`config.mk`:
```
export PLATFORM = sky130hd
export DESIGN_NAME = servo_recipe_sequencer_flat
export DESIGN_NICKNAME = d
export VERILOG_FILES = /design/src/hw/rtl/srs_pkg.sv /design/src/hw/rtl/srs_if.sv /design/src/hw/rtl/srs_ram.sv /design/src/hw/rtl/servo_recipe_sequencer.sv /design/src/flat_wrapper.sv
export SDC_FILE = /design/constraint.sdc
export NUM_CORES = 1
export LEC_CHECK = 0
export ABC_AREA = 1
export BUFFER_PORTS_ARGS = -buffer_cell sky130_fd_sc_hd__buf_2
export CAP_MARGIN = 20
export CORE_MARGIN = 3
export CORE_UTILIZATION = 55
export DETAILED_ROUTE_END_ITERATION = 12
export PLACE_DENSITY_LB_ADDON = 0.12
export SKIP_LAST_GASP = 1
export SLEW_MARGIN = 0
export SYNTH_ARGS = -nofsm -noshare
export SYNTH_HDL_FRONTEND = slang
export SYNTH_SLANG_ARGS = --single-unit
```
`constraint.sdc`:
```
create_clock -name clk -period 3.2 [get_ports clk]
set_input_delay 0.16 -clock clk [delete_from_list [all_inputs] [get_ports clk]]
set_output_delay 0.16 -clock clk [all_outputs]
set_load 0.03 [all_outputs]
```
`src/hw/rtl/srs_pkg.sv`:
```
// Shared types and constants for the servo recipe sequencer.
`timescale 1ns / 1ps
`default_nettype none

package srs_pkg;

    localparam int SRS_RECIPE_DEPTH = 32;

    localparam int POS_W   = 5;
    localparam int WAIT_W  = 6;
    localparam int LOOP_W  = 5;
    localparam int FAULT_W = 2;
    localparam int STEP_W  = 5;
    localparam int WORD_W  = 8;
    localparam int ADDR_W  = 5;

    localparam logic [1:0] KIND_TICK     = 2'd0;
    localparam logic [1:0] KIND_OPERATOR = 2'd1;
    localparam logic [1:0] KIND_WRITE    = 2'd2;

    localparam logic [7:0] OPB_PAUSE_UC    = 8'd80;
    localparam logic [7:0] OPB_PAUSE_LC    = 8'd112;
    localparam logic [7:0] OPB_CONTINUE_UC = 8'd67;
    localparam logic [7:0] OPB_CONTINUE_LC = 8'd99;
    localparam logic [7:0] OPB_RIGHT_UC    = 8'd82;
    localparam logic [7:0] OPB_RIGHT_LC    = 8'd114;
    localparam logic [7:0] OPB_LEFT_UC     = 8'd76;
    localparam logic [7:0] OPB_LEFT_LC     = 8'd108;
    localparam logic [7:0] OPB_RESTART_UC  = 8'd66;
    localparam logic [7:0] OPB_RESTART_LC  = 8'd98;

    localparam logic [POS_W-1:0] POS_NUDGE_MAX = 5'd4;

    localparam logic [FAULT_W-1:0] FAULT_NONE   = 2'd0;
    localparam logic [FAULT_W-1:0] FAULT_LOOP   = 2'd1;
    localparam logic [FAULT_W-1:0] FAULT_OPCODE = 2'd2;

    localparam logic [WAIT_W-1:0] WAIT_MAX = 6'd62;

    typedef enum logic [2:0] {
        MODE_BEGIN = 3'd0,
        MODE_RUN   = 3'd1,
        MODE_PAUSE = 3'd2,
        MODE_END   = 3'd3,
        MODE_ERROR = 3'd4
    } mode_t;

    typedef enum logic [2:0] {
        OP_END        = 3'd0,
        OP_MOVE       = 3'd1,
        OP_WAIT       = 3'd2,
        OP_LOOP_START = 3'd4,
        OP_LOOP_END   = 3'd5
    } opcode_t;

    typedef struct packed {
        logic [POS_W-1:0]   servo_position;
        mode_t              run_status;
        logic [FAULT_W-1:0] fault_code;
        logic [STEP_W-1:0]  step_index;
    } srs_status_t;

endpackage

`default_nettype wire

```
`src/hw/rtl/srs_if.sv`:
```
// Handshake channels for input words and result words.
`timescale 1ns / 1ps
`default_nettype none

interface srs_item_if;
    logic       valid;
    logic       ready;
    logic [1:0] kind;
    logic [7:0] operator_byte;
    logic [4:0] recipe_addr;
    logic [7:0] recipe_word;

    modport source (output valid, output kind, output operator_byte,
                    output recipe_addr, output recipe_word, input ready);
    modport sink   (input valid, input kind, input operator_byte,
                    input recipe_addr, input recipe_word, output ready);
endinterface

interface srs_result_if;
    logic       valid;
    logic       ready;
    logic [4:0] servo_position;
    logic [2:0] run_status;
    logic [1:0] fault_code;
    logic [4:0] step_index;

    modport source (output valid, output servo_position, output run_status,
                    output fault_code, output step_index, input ready);
    modport sink   (input valid, input servo_position, input run_status,
                    input fault_code, input step_index, output ready);
endinterface

`default_nettype wire

```
`src/hw/rtl/srs_ram.sv`:
```
// Generic single-write, single-read RAM with registered read data.
`timescale 1ns / 1ps
`default_nettype none

module srs_ram #(
    parameter int WIDTH = 8,
    parameter int DEPTH = 32
)(
    input  logic                     clk,
    input  logic                     wr_en,
    input  logic [$clog2(DEPTH)-1:0] wr_addr,
    input  logic [WIDTH-1:0]         wr_data,
    input  logic [$clog2(DEPTH)-1:0] rd_addr,
    output logic [WIDTH-1:0]         rd_data
);

    logic [WIDTH-1:0] mem [DEPTH];

    always_ff @(posedge clk)
    begin
        if (wr_en)
        begin
            mem[wr_addr] <= wr_data;
        end
        rd_data <= mem[rd_addr];
    end

endmodule

`default_nettype wire

```
`src/hw/rtl/servo_recipe_sequencer.sv`:
```
// Servo recipe sequencer: recipe store, command interpreter and result buffer.
//
// Takes one word per clock cycle while ready is high: a control tick, an
// operator byte or a recipe store write. Every word yields exactly one result
// word, the sequencer state after that word, registered into the buffer.
// Results pass through a two-entry buffer, so the input keeps flowing while
// one result waits; ready drops only when both entries are full. The recipe
// sits in a RAM with registered read that is always fetching the command at
// the next step index, so a tick executes in the cycle it arrives; a write
// to that very entry is forwarded. Errors stick until reset.
`timescale 1ns / 1ps
`default_nettype none

module servo_recipe_sequencer
    import srs_pkg::*;
#(
    parameter int RECIPE_DEPTH = SRS_RECIPE_DEPTH
)(
    input  logic         clk,
    input  logic         rst_n,
    srs_item_if.sink     item,
    srs_result_if.source result
);

    localparam int IDX_W = $clog2(RECIPE_DEPTH);
    localparam int CMP_W = (IDX_W + 1 > ADDR_W) ? IDX_W + 1 : ADDR_W;
    localparam logic [IDX_W-1:0] IDX_LAST = IDX_W'(RECIPE_DEPTH - 1);

    logic [IDX_W-1:0]   idx_reg, idx_next;
    logic [WAIT_W-1:0]  wait_reg, wait_next;
    logic [LOOP_W-1:0]  loop_rem_reg, loop_rem_next;
    logic [IDX_W-1:0]   loop_ret_reg, loop_ret_next;
    logic [POS_W-1:0]   pos_reg, pos_next;
    mode_t              mode_reg, mode_next;
    logic [FAULT_W-1:0] fault_reg, fault_next;

    logic               byp_valid_reg, byp_valid_next;
    logic [WORD_W-1:0]  byp_word_reg;

    logic               main_valid_reg, main_valid_next;
    srs_status_t        main_reg, main_next;
    logic               skid_valid_reg, skid_valid_next;
    srs_status_t        skid_reg, skid_next;

    logic               accept;
    logic               wr_in_range;
    logic               wr_en;
    logic [WORD_W-1:0]  ram_rd;
    logic [WORD_W-1:0]  cmd_word;
    opcode_t            op;
    logic [POS_W-1:0]   arg;
    logic [IDX_W-1:0]   idx_inc;
    logic [POS_W-1:0]   pos_diff;
    logic               pop;
    srs_status_t        new_status;

    assign accept      = item.valid && item.ready;
    assign wr_in_range = CMP_W'(item.recipe_addr) < CMP_W'(RECIPE_DEPTH);
    assign wr_en       = accept && (item.kind == KIND_WRITE) && wr_in_range;

    srs_ram #(
        .WIDTH (WORD_W),
        .DEPTH (RECIPE_DEPTH)
    ) u_store (
        .clk     (clk),
        .wr_en   (wr_en),
        .wr_addr (IDX_W'(item.recipe_addr)),
        .wr_data (item.recipe_word),
        .rd_addr (idx_next),
        .rd_data (ram_rd)
    );

    // forward a write that lands on the entry being prefetched
    assign byp_valid_next = wr_en && (IDX_W'(item.recipe_addr) == idx_next);

    assign cmd_word = byp_valid_reg ? byp_word_reg : ram_rd;
    assign op       = opcode_t'(cmd_word[7:5]);
    assign arg      = cmd_word[4:0];
    assign idx_inc  = (idx_reg == IDX_LAST) ? '0 : idx_reg + 1'b1;
    assign pos_diff = (pos_reg > arg) ? pos_reg - arg : arg - pos_reg;

    always_comb
    begin
        idx_next      = idx_reg;
        wait_next     = wait_reg;
        loop_rem_next = loop_rem_reg;
        loop_ret_next = loop_ret_reg;
        pos_next      = pos_reg;
        mode_next     = mode_reg;
        fault_next    = fault_reg;
        if (accept)
        begin
            unique case (item.kind)
                KIND_TICK:
                begin
                    if (mode_reg == MODE_RUN)
                    begin
                        if (wait_reg != '0)
                        begin
                            wait_next = wait_reg - 1'b1;
                        end
                        else
                        begin
                            unique case (op)
                                OP_MOVE:
                                begin
                                    wait_next = {pos_diff, 1'b0};
                                    pos_next  = arg;
                                    idx_next  = idx_inc;
                                end
                                OP_WAIT:
                                begin
                                    wait_next = WAIT_W'(arg);
                                    idx_next  = idx_inc;
                                end
                                OP_LOOP_START:
                                begin
                                    if (loop_rem_reg != '0)
                                    begin
                                        mode_next  = MODE_ERROR;
                                        fault_next = FAULT_LOOP;
                                    end
                                    loop_rem_next = arg;
                                    loop_ret_next = idx_inc;
                                    idx_next      = idx_inc;
                                end
                                OP_LOOP_END:
                                begin
                                    if (loop_rem_reg != '0)
                                    begin
                                        loop_rem_next = loop_rem_reg - 1'b1;
                                        if (loop_rem_reg != LOOP_W'(1))
                                        begin
                                            idx_next = loop_ret_reg;
                                        end
                                    end
                                    else
                                    begin
                                        idx_next = idx_inc;
                                    end
                                end
                                OP_END:
                                begin
                                    mode_next = MODE_END;
                                end
                                default:
                                begin
                                    mode_next  = MODE_ERROR;
                                    fault_next = FAULT_OPCODE;
                                end
                            endcase
                        end
                    end
                end
                KIND_OPERATOR:
                begin
                    if (mode_reg != MODE_ERROR)
                    begin
                        unique case (item.operator_byte) inside
                            OPB_PAUSE_UC, OPB_PAUSE_LC:
                            begin
                                mode_next = MODE_PAUSE;
                            end
                            OPB_CONTINUE_UC, OPB_CONTINUE_LC:
                            begin
                                if (mode_reg != MODE_END)
                                begin
                                    mode_next = MODE_RUN;
                                end
                            end
                            OPB_RIGHT_UC, OPB_RIGHT_LC:
                            begin
                                if (mode_reg == MODE_PAUSE && pos_reg != '0)
                                begin
                                    pos_next = pos_reg - 1'b1;
                                end
                            end
                            OPB_LEFT_UC, OPB_LEFT_LC:
                            begin
                                if (mode_reg == MODE_PAUSE && pos_reg <= POS_NUDGE_MAX)
                                begin
                                    pos_next = pos_reg + 1'b1;
                                end
                            end
                            OPB_RESTART_UC, OPB_RESTART_LC:
                            begin
                                idx_next      = '0;
                                wait_next     = '0;
                                loop_rem_next = '0;
                                pos_next      = '0;
                                fault_next    = FAULT_NONE;
                                mode_next     = MODE_RUN;
                            end
                            default:
                            begin
                            end
                        endcase
                    end
                end
                default:
                begin
                end
            endcase
        end
    end

    always_comb
    begin
        new_status.servo_position = pos_next;
        new_status.run_status     = mode_next;
        new_status.fault_code     = fault_next;
        new_status.step_index     = STEP_W'(idx_next);
    end

    // two-entry result buffer
    assign pop        = main_valid_reg && result.ready;
    assign item.ready = !skid_valid_reg;

    always_comb
    begin
        main_valid_next = main_valid_reg;
        main_next       = main_reg;
        skid_valid_next = skid_valid_reg;
        skid_next       = skid_reg;
        if (!main_valid_reg || pop)
        begin
            if (skid_valid_reg)
            begin
                main_valid_next = 1'b1;
                main_next       = skid_reg;
                skid_valid_next = accept;
                skid_next       = new_status;
            end
            else
            begin
                main_valid_next = accept;
                main_next       = new_status;
            end
        end
        else if (accept)
        begin
            skid_valid_next = 1'b1;
            skid_next       = new_status;
        end
    end

    always_ff @(posedge clk or negedge rst_n)
    begin
        if (!rst_n)
        begin
            idx_reg        <= '0;
            wait_reg       <= '0;
            loop_rem_reg   <= '0;
            loop_ret_reg   <= '0;
            pos_reg        <= '0;
            mode_reg       <= MODE_BEGIN;
            fault_reg      <= FAULT_NONE;
            byp_valid_reg  <= 1'b0;
            main_valid_reg <= 1'b0;
            skid_valid_reg <= 1'b0;
        end
        else
        begin
            idx_reg        <= idx_next;
            wait_reg       <= wait_next;
            loop_rem_reg   <= loop_rem_next;
            loop_ret_reg   <= loop_ret_next;
            pos_reg        <= pos_next;
            mode_reg       <= mode_next;
            fault_reg      <= fault_next;
            byp_valid_reg  <= byp_valid_next;
            main_valid_reg <= main_valid_next;
            skid_valid_reg <= skid_valid_next;
        end
    end

    always_ff @(posedge clk)
    begin
        byp_word_reg <= item.recipe_word;
        main_reg     <= main_next;
        skid_reg     <= skid_next;
    end

    assign result.valid          = main_valid_reg;
    assign result.servo_position = main_reg.servo_position;
    assign result.run_status     = main_reg.run_status;
    assign result.fault_code     = main_reg.fault_code;
    assign result.step_index     = main_reg.step_index;

    a_fault_iff_error: assert property (@(posedge clk) disable iff (!rst_n)
        (mode_reg == MODE_ERROR) == (fault_reg != FAULT_NONE))
        else $error("fault code and error mode disagree");

    a_error_sticks: assert property (@(posedge clk) disable iff (!rst_n)
        (mode_reg == MODE_ERROR) |=> (mode_reg == MODE_ERROR))
        else $error("error mode left without reset");

    a_skid_behind_main: assert property (@(posedge clk) disable iff (!rst_n)
        skid_valid_reg |-> main_valid_reg)
        else $error("buffer second entry filled ahead of first");

    a_wait_bound: assert property (@(posedge clk) disable iff (!rst_n)
        wait_reg <= WAIT_MAX)
        else $error("wait count beyond largest move");

endmodule

`default_nettype wire
```
`src/flat_wrapper.sv`:
```
// flat-port wrapper written by rule: the top's interface ports become plain ports
module servo_recipe_sequencer_flat import srs_pkg::*;
#(
    parameter int RECIPE_DEPTH = SRS_RECIPE_DEPTH
)
  (clk, rst_n, item_valid, item_kind, item_operator_byte, item_recipe_addr, item_recipe_word, item_ready, result_valid, result_servo_position, result_run_status, result_fault_code, result_step_index, result_ready);
  srs_item_if item_i ();
  srs_result_if result_i ();
  input  logic clk;
  input  logic rst_n;
  input wire logic [$bits(item_i.valid)-1:0] item_valid;
  input wire logic [$bits(item_i.kind)-1:0] item_kind;
  input wire logic [$bits(item_i.operator_byte)-1:0] item_operator_byte;
  input wire logic [$bits(item_i.recipe_addr)-1:0] item_recipe_addr;
  input wire logic [$bits(item_i.recipe_word)-1:0] item_recipe_word;
  output wire logic [$bits(item_i.ready)-1:0] item_ready;
  output wire logic [$bits(result_i.valid)-1:0] result_valid;
  output wire logic [$bits(result_i.servo_position)-1:0] result_servo_position;
  output wire logic [$bits(result_i.run_status)-1:0] result_run_status;
  output wire logic [$bits(result_i.fault_code)-1:0] result_fault_code;
  output wire logic [$bits(result_i.step_index)-1:0] result_step_index;
  input wire logic [$bits(result_i.ready)-1:0] result_ready;
  assign item_i.valid = item_valid;
  assign item_i.kind = item_kind;
  assign item_i.operator_byte = item_operator_byte;
  assign item_i.recipe_addr = item_recipe_addr;
  assign item_i.recipe_word = item_recipe_word;
  assign item_ready = item_i.ready;
  assign result_valid = result_i.valid;
  assign result_servo_position = result_i.servo_position;
  assign result_run_status = result_i.run_status;
  assign result_fault_code = result_i.fault_code;
  assign result_step_index = result_i.step_index;
  assign result_i.ready = result_ready;
  servo_recipe_sequencer #(.RECIPE_DEPTH(RECIPE_DEPTH)) u_core (.clk(clk), .rst_n(rst_n), .item(item_i), .result(result_i));
endmodule
```
==> impl_summary.log <==
INFO  metric criticalPathCategory = flop to flop
INFO  metric grt.met3_usage = about 3.6%
INFO  metric startpoint_type = flop
INFO  metric grt_use_total = approximately a quarter
INFO  metric worst-r2r-cell-count = 21
INFO  metric dieArea = just over 30,000 um2
INFO  metric period_share = ~93%
INFO  metric postSynthNetCount = between 1,500 and 2,000
INFO  metric power.switching_fraction = between 20% and 30%
INFO  metric netSwitchingPower = 0.00303 W
INFO  metric grt_antenna_before_repair = 2
INFO  metric timing.critical_path.from = u_core.wait_reg[0]$_DFFE_PN0P_
INFO  metric run_status = complete, no violations
INFO  metric cp-end-kind = flop
INFO  metric die_h = about 180 um
INFO  metric wl_per_cell = roughly 18 um
INFO  metric instance_count_of_the_mapped_netlist = 1,633
INFO  metric cell_internal_pwr = 0.00775 W
INFO  metric worst_clk_skew = 0.0219 ns
INFO  metric ys_top_cells_by_count = 471 x sky130_fd_sc_hd__nand2_1, 310 x sky130_fd_sc_hd__nand3_1, 286 x sky130_fd_sc_hd__edfxtp_1
INFO  metric ctsRootBufferMaster = sky130_fd_sc_hd__clkbuf_16
INFO  metric postSynth.asyncResetShare = 10.1%
INFO  metric grt.met2_usage = between 40% and 50%
INFO  metric cts.htree.levels = 2
INFO  metric p_clk_share = roughly a third
INFO  metric grt_first_pass_wirelength = 60,600 um
INFO  metric finalSetupViolations = 0
INFO  metric rsz0062_at_grt = no
INFO  metric timing_hold_violations_final = 0
INFO  metric floorplan.io_pins = 44
INFO  metric synth_top_area_share = between 50% and 60%
INFO  metric clock_buffers_created_by_tritoncts = 36
INFO  metric vdd_drop_max = roughly 480 uV
INFO  metric worst_r2r_endpoint = u_core.u_store.rd_data[4]$_DFF_P_
INFO  metric static-leakage-power = between 7 and 8 nW
INFO  metric postCtsSetupBuffers = 0
INFO  metric die_width = about 180 um
INFO  metric start_util = 56.5%
INFO  metric place.gp.congestion = 0.924
INFO  metric regToRegSetupSlack = ~0.22 ns
INFO  metric drt_iter0_drc = ~1,000
INFO  metric finalNetCount = about 1,800
INFO  metric hold_start = item_recipe_addr[2]
INFO  metric clkTransAtPathRegs = 0.06 ns
INFO  metric seq_area_frac_synth = between 60% and 70%
INFO  metric ant_nets = 0
INFO  metric detailedPlacementHpwl = 24,200 um
INFO  metric post-synth-top-count-cell = sky130_fd_sc_hd__nand2_1
INFO  metric yosys_warnings = 0
INFO  metric holdCritPathClass = input pin to flop
INFO  metric setup_slack = about 0.22 ns
INFO  metric synthFlopType = sky130_fd_sc_hd__edfxtp_1
INFO  metric accumulated_negative_setup_slack = 0 ns
INFO  metric clock-sinks = roughly 340
INFO  metric overflow = 0
INFO  metric met1_usage = about 34%
INFO  metric via_count = roughly 12,000
INFO  metric grt_start_max_net_pins = 76
INFO  metric grt_max_usage_layer = met2
INFO  metric vias_per_cell = 5.53
INFO  metric synth.avg_cell_area = roughly 9.7 um2
INFO  metric yosysUniqueCellTypes = between 40 and 50
INFO  metric placement.setup.worst_slack = about 0.22 ns
INFO  metric row_count = 61
INFO  metric largest_reg_flops = between 200 and 300
INFO  metric worst_hold_path.endpoint = u_core.byp_valid_reg$_DFF_PN0_
INFO  metric timing.slew.headroom = a little under half
INFO  metric ctsLongestPathBuffers = 3
INFO  metric multi_input_gate_area_in_the_final_layout = roughly 5000 um2
INFO  metric grt_pass1_vias = roughly 11,000
INFO  metric report.final.slew_viol_count = 0
INFO  metric synth-seq-cells = 336
INFO  metric filler_cell_count = about 2,300
INFO  metric drcViolationCount = 0
INFO  metric placement.io_buffers = 42
INFO  metric drt_first_pass_iters = 5
INFO  metric synth_area_leader_cell = sky130_fd_sc_hd__edfxtp_1
INFO  metric areaGrowthSynthToFinish = 12.4%
INFO  metric clkLatencyLatePin = about 0.52 ns
INFO  metric clock_tree_from_tritoncts = done
INFO  metric ff_latch_area = between 9000 and 10,000 um2
INFO  metric seqPwrFrac = 47.1%
INFO  metric std_cell_core_area = 28,100 um2
INFO  metric p_per_area = roughly 600 nW/um2
INFO  metric number_of_flops_mapped_to_enable_cells_by_yosys = between 200 and 300
INFO  metric rr_startpoint = u_core.wait_reg[0]$_DFFE_PN0P_
INFO  metric synth_area = roughly 16,000 um2
INFO  metric min_period = ~3 ns
INFO  metric achievable-frequency = around 0.34 GHz
INFO  metric max_cap_violations = 0
INFO  metric drive_above_1_share = between 10% and 20%
INFO  metric worst-endpoint-required = between 3 and 4 ns
INFO  metric worst_hold_path.num_cells = 4
INFO  metric critPathMaxFanout = 75
INFO  metric postRouteWirelength = ~38,000 um
INFO  metric netlist_top_cells_area = sky130_fd_sc_hd__edfxtp_1 54%, sky130_fd_sc_hd__nand2_1 11%, sky130_fd_sc_hd__nand3_1 9.8%
INFO  metric worst_pin_slew = roughly 0.8 ns
INFO  metric power.share.combinational = 17.7%
INFO  metric timing.critical_path.arrival = about 3.4 ns
-- worst max-delay path, stage by stage (launching register included) --
cell                      delay, ns
sky130_fd_sc_hd__dfrtp_1       0.39
sky130_fd_sc_hd__inv_1         0.09
sky130_fd_sc_hd__ha_1          0.19
sky130_fd_sc_hd__nand3_1       0.14
sky130_fd_sc_hd__nor2_1        0.11
sky130_fd_sc_hd__nand2_1       0.12
sky130_fd_sc_hd__nor2_2        0.21
sky130_fd_sc_hd__nand2_4       0.11
sky130_fd_sc_hd__inv_2         0.09
sky130_fd_sc_hd__nand3_1       0.06
sky130_fd_sc_hd__nand2_1       0.07
sky130_fd_sc_hd__nand2_1       0.08
sky130_fd_sc_hd__nand2_4       0.12
sky130_fd_sc_hd__buf_12        0.31
sky130_fd_sc_hd__nand3_1       0.13
sky130_fd_sc_hd__nand2_1       0.10
sky130_fd_sc_hd__nand2_1       0.05
sky130_fd_sc_hd__nand3_1       0.08
sky130_fd_sc_hd__nand3_1       0.16
sky130_fd_sc_hd__nand2_1       0.13
sky130_fd_sc_hd__nand2_1       0.07
sky130_fd_sc_hd__nand2_1       0.06
-- area by class of cell --
cell class / count / area share (%)
Sequential cell: 336 / 54.7
Multi-Input combinational cell: 1052 / 28.2
Clock buffer: 44 / 5.28
Timing Repair Buffer: 115 / 4.74
Inverter: 172 / 3.62
Tap cell: 378 / 2.65
Clock inverter: 18 / 0.709
Antenna cell: 2 / 0.0281
-- worst max-delay path by stage --
| stage | to | slack (ns) |
|---|---|---|
| 3_3_place_gp | u_core.u_store.rd_data[7]$_DFF_P_ | 0.30 |
| 6_report | u_core.u_store.rd_data[4]$_DFF_P_ | 0.22 |
| 4_1_cts | u_core.wait_reg[3]$_DFFE_PN0P_ | 0.23 |
| 3_5_place_dp | u_core.wait_reg[3]$_DFFE_PN0P_ | 0.22 |
| 5_1_grt | u_core.u_store.rd_data[5]$_DFF_P_ | 0.0009 |
| 2_1_floorplan | u_core.wait_reg[3]$_DFFE_PN0P_ | 0.55 |
-- power by group through the flow --
stage | logic [W] | clock network, W | registers [W]
finish | 0.00191 | 0.00380 | 0.00507
global route | 0.00213 | 0.00403 | 0.00510
CTS | 0.00189 | 0.00386 | 0.00508
detailed placement | 0.00188 | 0 | 0.00516
global placement | 0.00186 | 0 | 0.00516
floorplan | 0.00120 | 0 | 0.00519
-- kinds of logic after synthesis --
| group | synth area share [%] |
|---|---|
| AO/OA/AOI/OAI | 4.39 |
| XOR/XNOR | 0.552 |
| adder cells (fa/ha/maj) | 1.67 |
| buffers and inverters | 6.94 |
| flip-flops | 61.5 |
| multiplexers | 0.189 |
| AND/OR/NAND/NOR | 24.7 |
-- cell usage in the layout (no fill, tap or decap), types with 3 or more instances in the layout --
master                      Yosys  routed
sky130_fd_sc_hd__mux2i_1        3       3
sky130_fd_sc_hd__dfxtp_1       16      16
sky130_fd_sc_hd__clkinv_1       1       9
sky130_fd_sc_hd__o21ai_1        4       7
sky130_fd_sc_hd__o21ai_0       55      52
sky130_fd_sc_hd__o22ai_1        8       8
sky130_fd_sc_hd__a31oi_1        4       4
sky130_fd_sc_hd__buf_2         25      42
sky130_fd_sc_hd__clkbuf_16      0      36
sky130_fd_sc_hd__o211ai_1       8       8
sky130_fd_sc_hd__nor2_1        73      73
sky130_fd_sc_hd__nand3_2        2       3
sky130_fd_sc_hd__or2_2          5       5
sky130_fd_sc_hd__edfxtp_1     286     286
sky130_fd_sc_hd__nand2_2       13      12
sky130_fd_sc_hd__nand4_1        9       9
sky130_fd_sc_hd__buf_4         12      65
sky130_fd_sc_hd__a221oi_1       3       3
sky130_fd_sc_hd__dfrtp_1       34      34
sky130_fd_sc_hd__nand2_4        3       6
sky130_fd_sc_hd__nor3_1         5       5
sky130_fd_sc_hd__a32o_1         3       3
sky130_fd_sc_hd__clkbuf_1      16       7
sky130_fd_sc_hd__ha_1          18      18
sky130_fd_sc_hd__nor2_2         4       4
sky130_fd_sc_hd__buf_12         0       5
sky130_fd_sc_hd__nand3_1      310     309
sky130_fd_sc_hd__inv_2          5       5
sky130_fd_sc_hd__a21oi_1       25      25
sky130_fd_sc_hd__nand2_1      471     469
sky130_fd_sc_hd__inv_1        166     166
sky130_fd_sc_hd__clkinv_2       0       5
sky130_fd_sc_hd__xor2_1         8       8
-- what timing repair did --
item,in CTS,in global routing
resized for setup,0,5
endpoints found under the setup margin,0,7
hold endpoints to repair,36,0
hold buffers,2,0
-- routing by layer --
metal | wire length, um | vias to the layer above | part of all wire, %
met5 | 0 | - | 0
met4 | 1340 | 0 | 3.5
met3 | 2590 | 92 | 6.7
met2 | 18600 | 448 | 48
met1 | 15900 | 5493 | 41
li1 | - | 5680 | -
-- per-stage QoR --
stage | hold slack [ns] | power, W | std cells | utilization, % | area (um2)
floorplan | -0.136 | 0.00639 | 1633 | - | 15900
global placement | 0.290 | 0.00701 | 2051 | 59.6 | 16700
detailed placement | 0.307 | 0.00704 | 2051 | 59.6 | 16700
CTS | 0.0132 | 0.0108 | 2115 | 63.4 | 17800
global route | 0.0512 | 0.0113 | 2117 | 63.5 | 17800
finish | 0.0256 | 0.0108 | 2117 | 63.5 | 17800
Power figures use the tool's default switching activity.
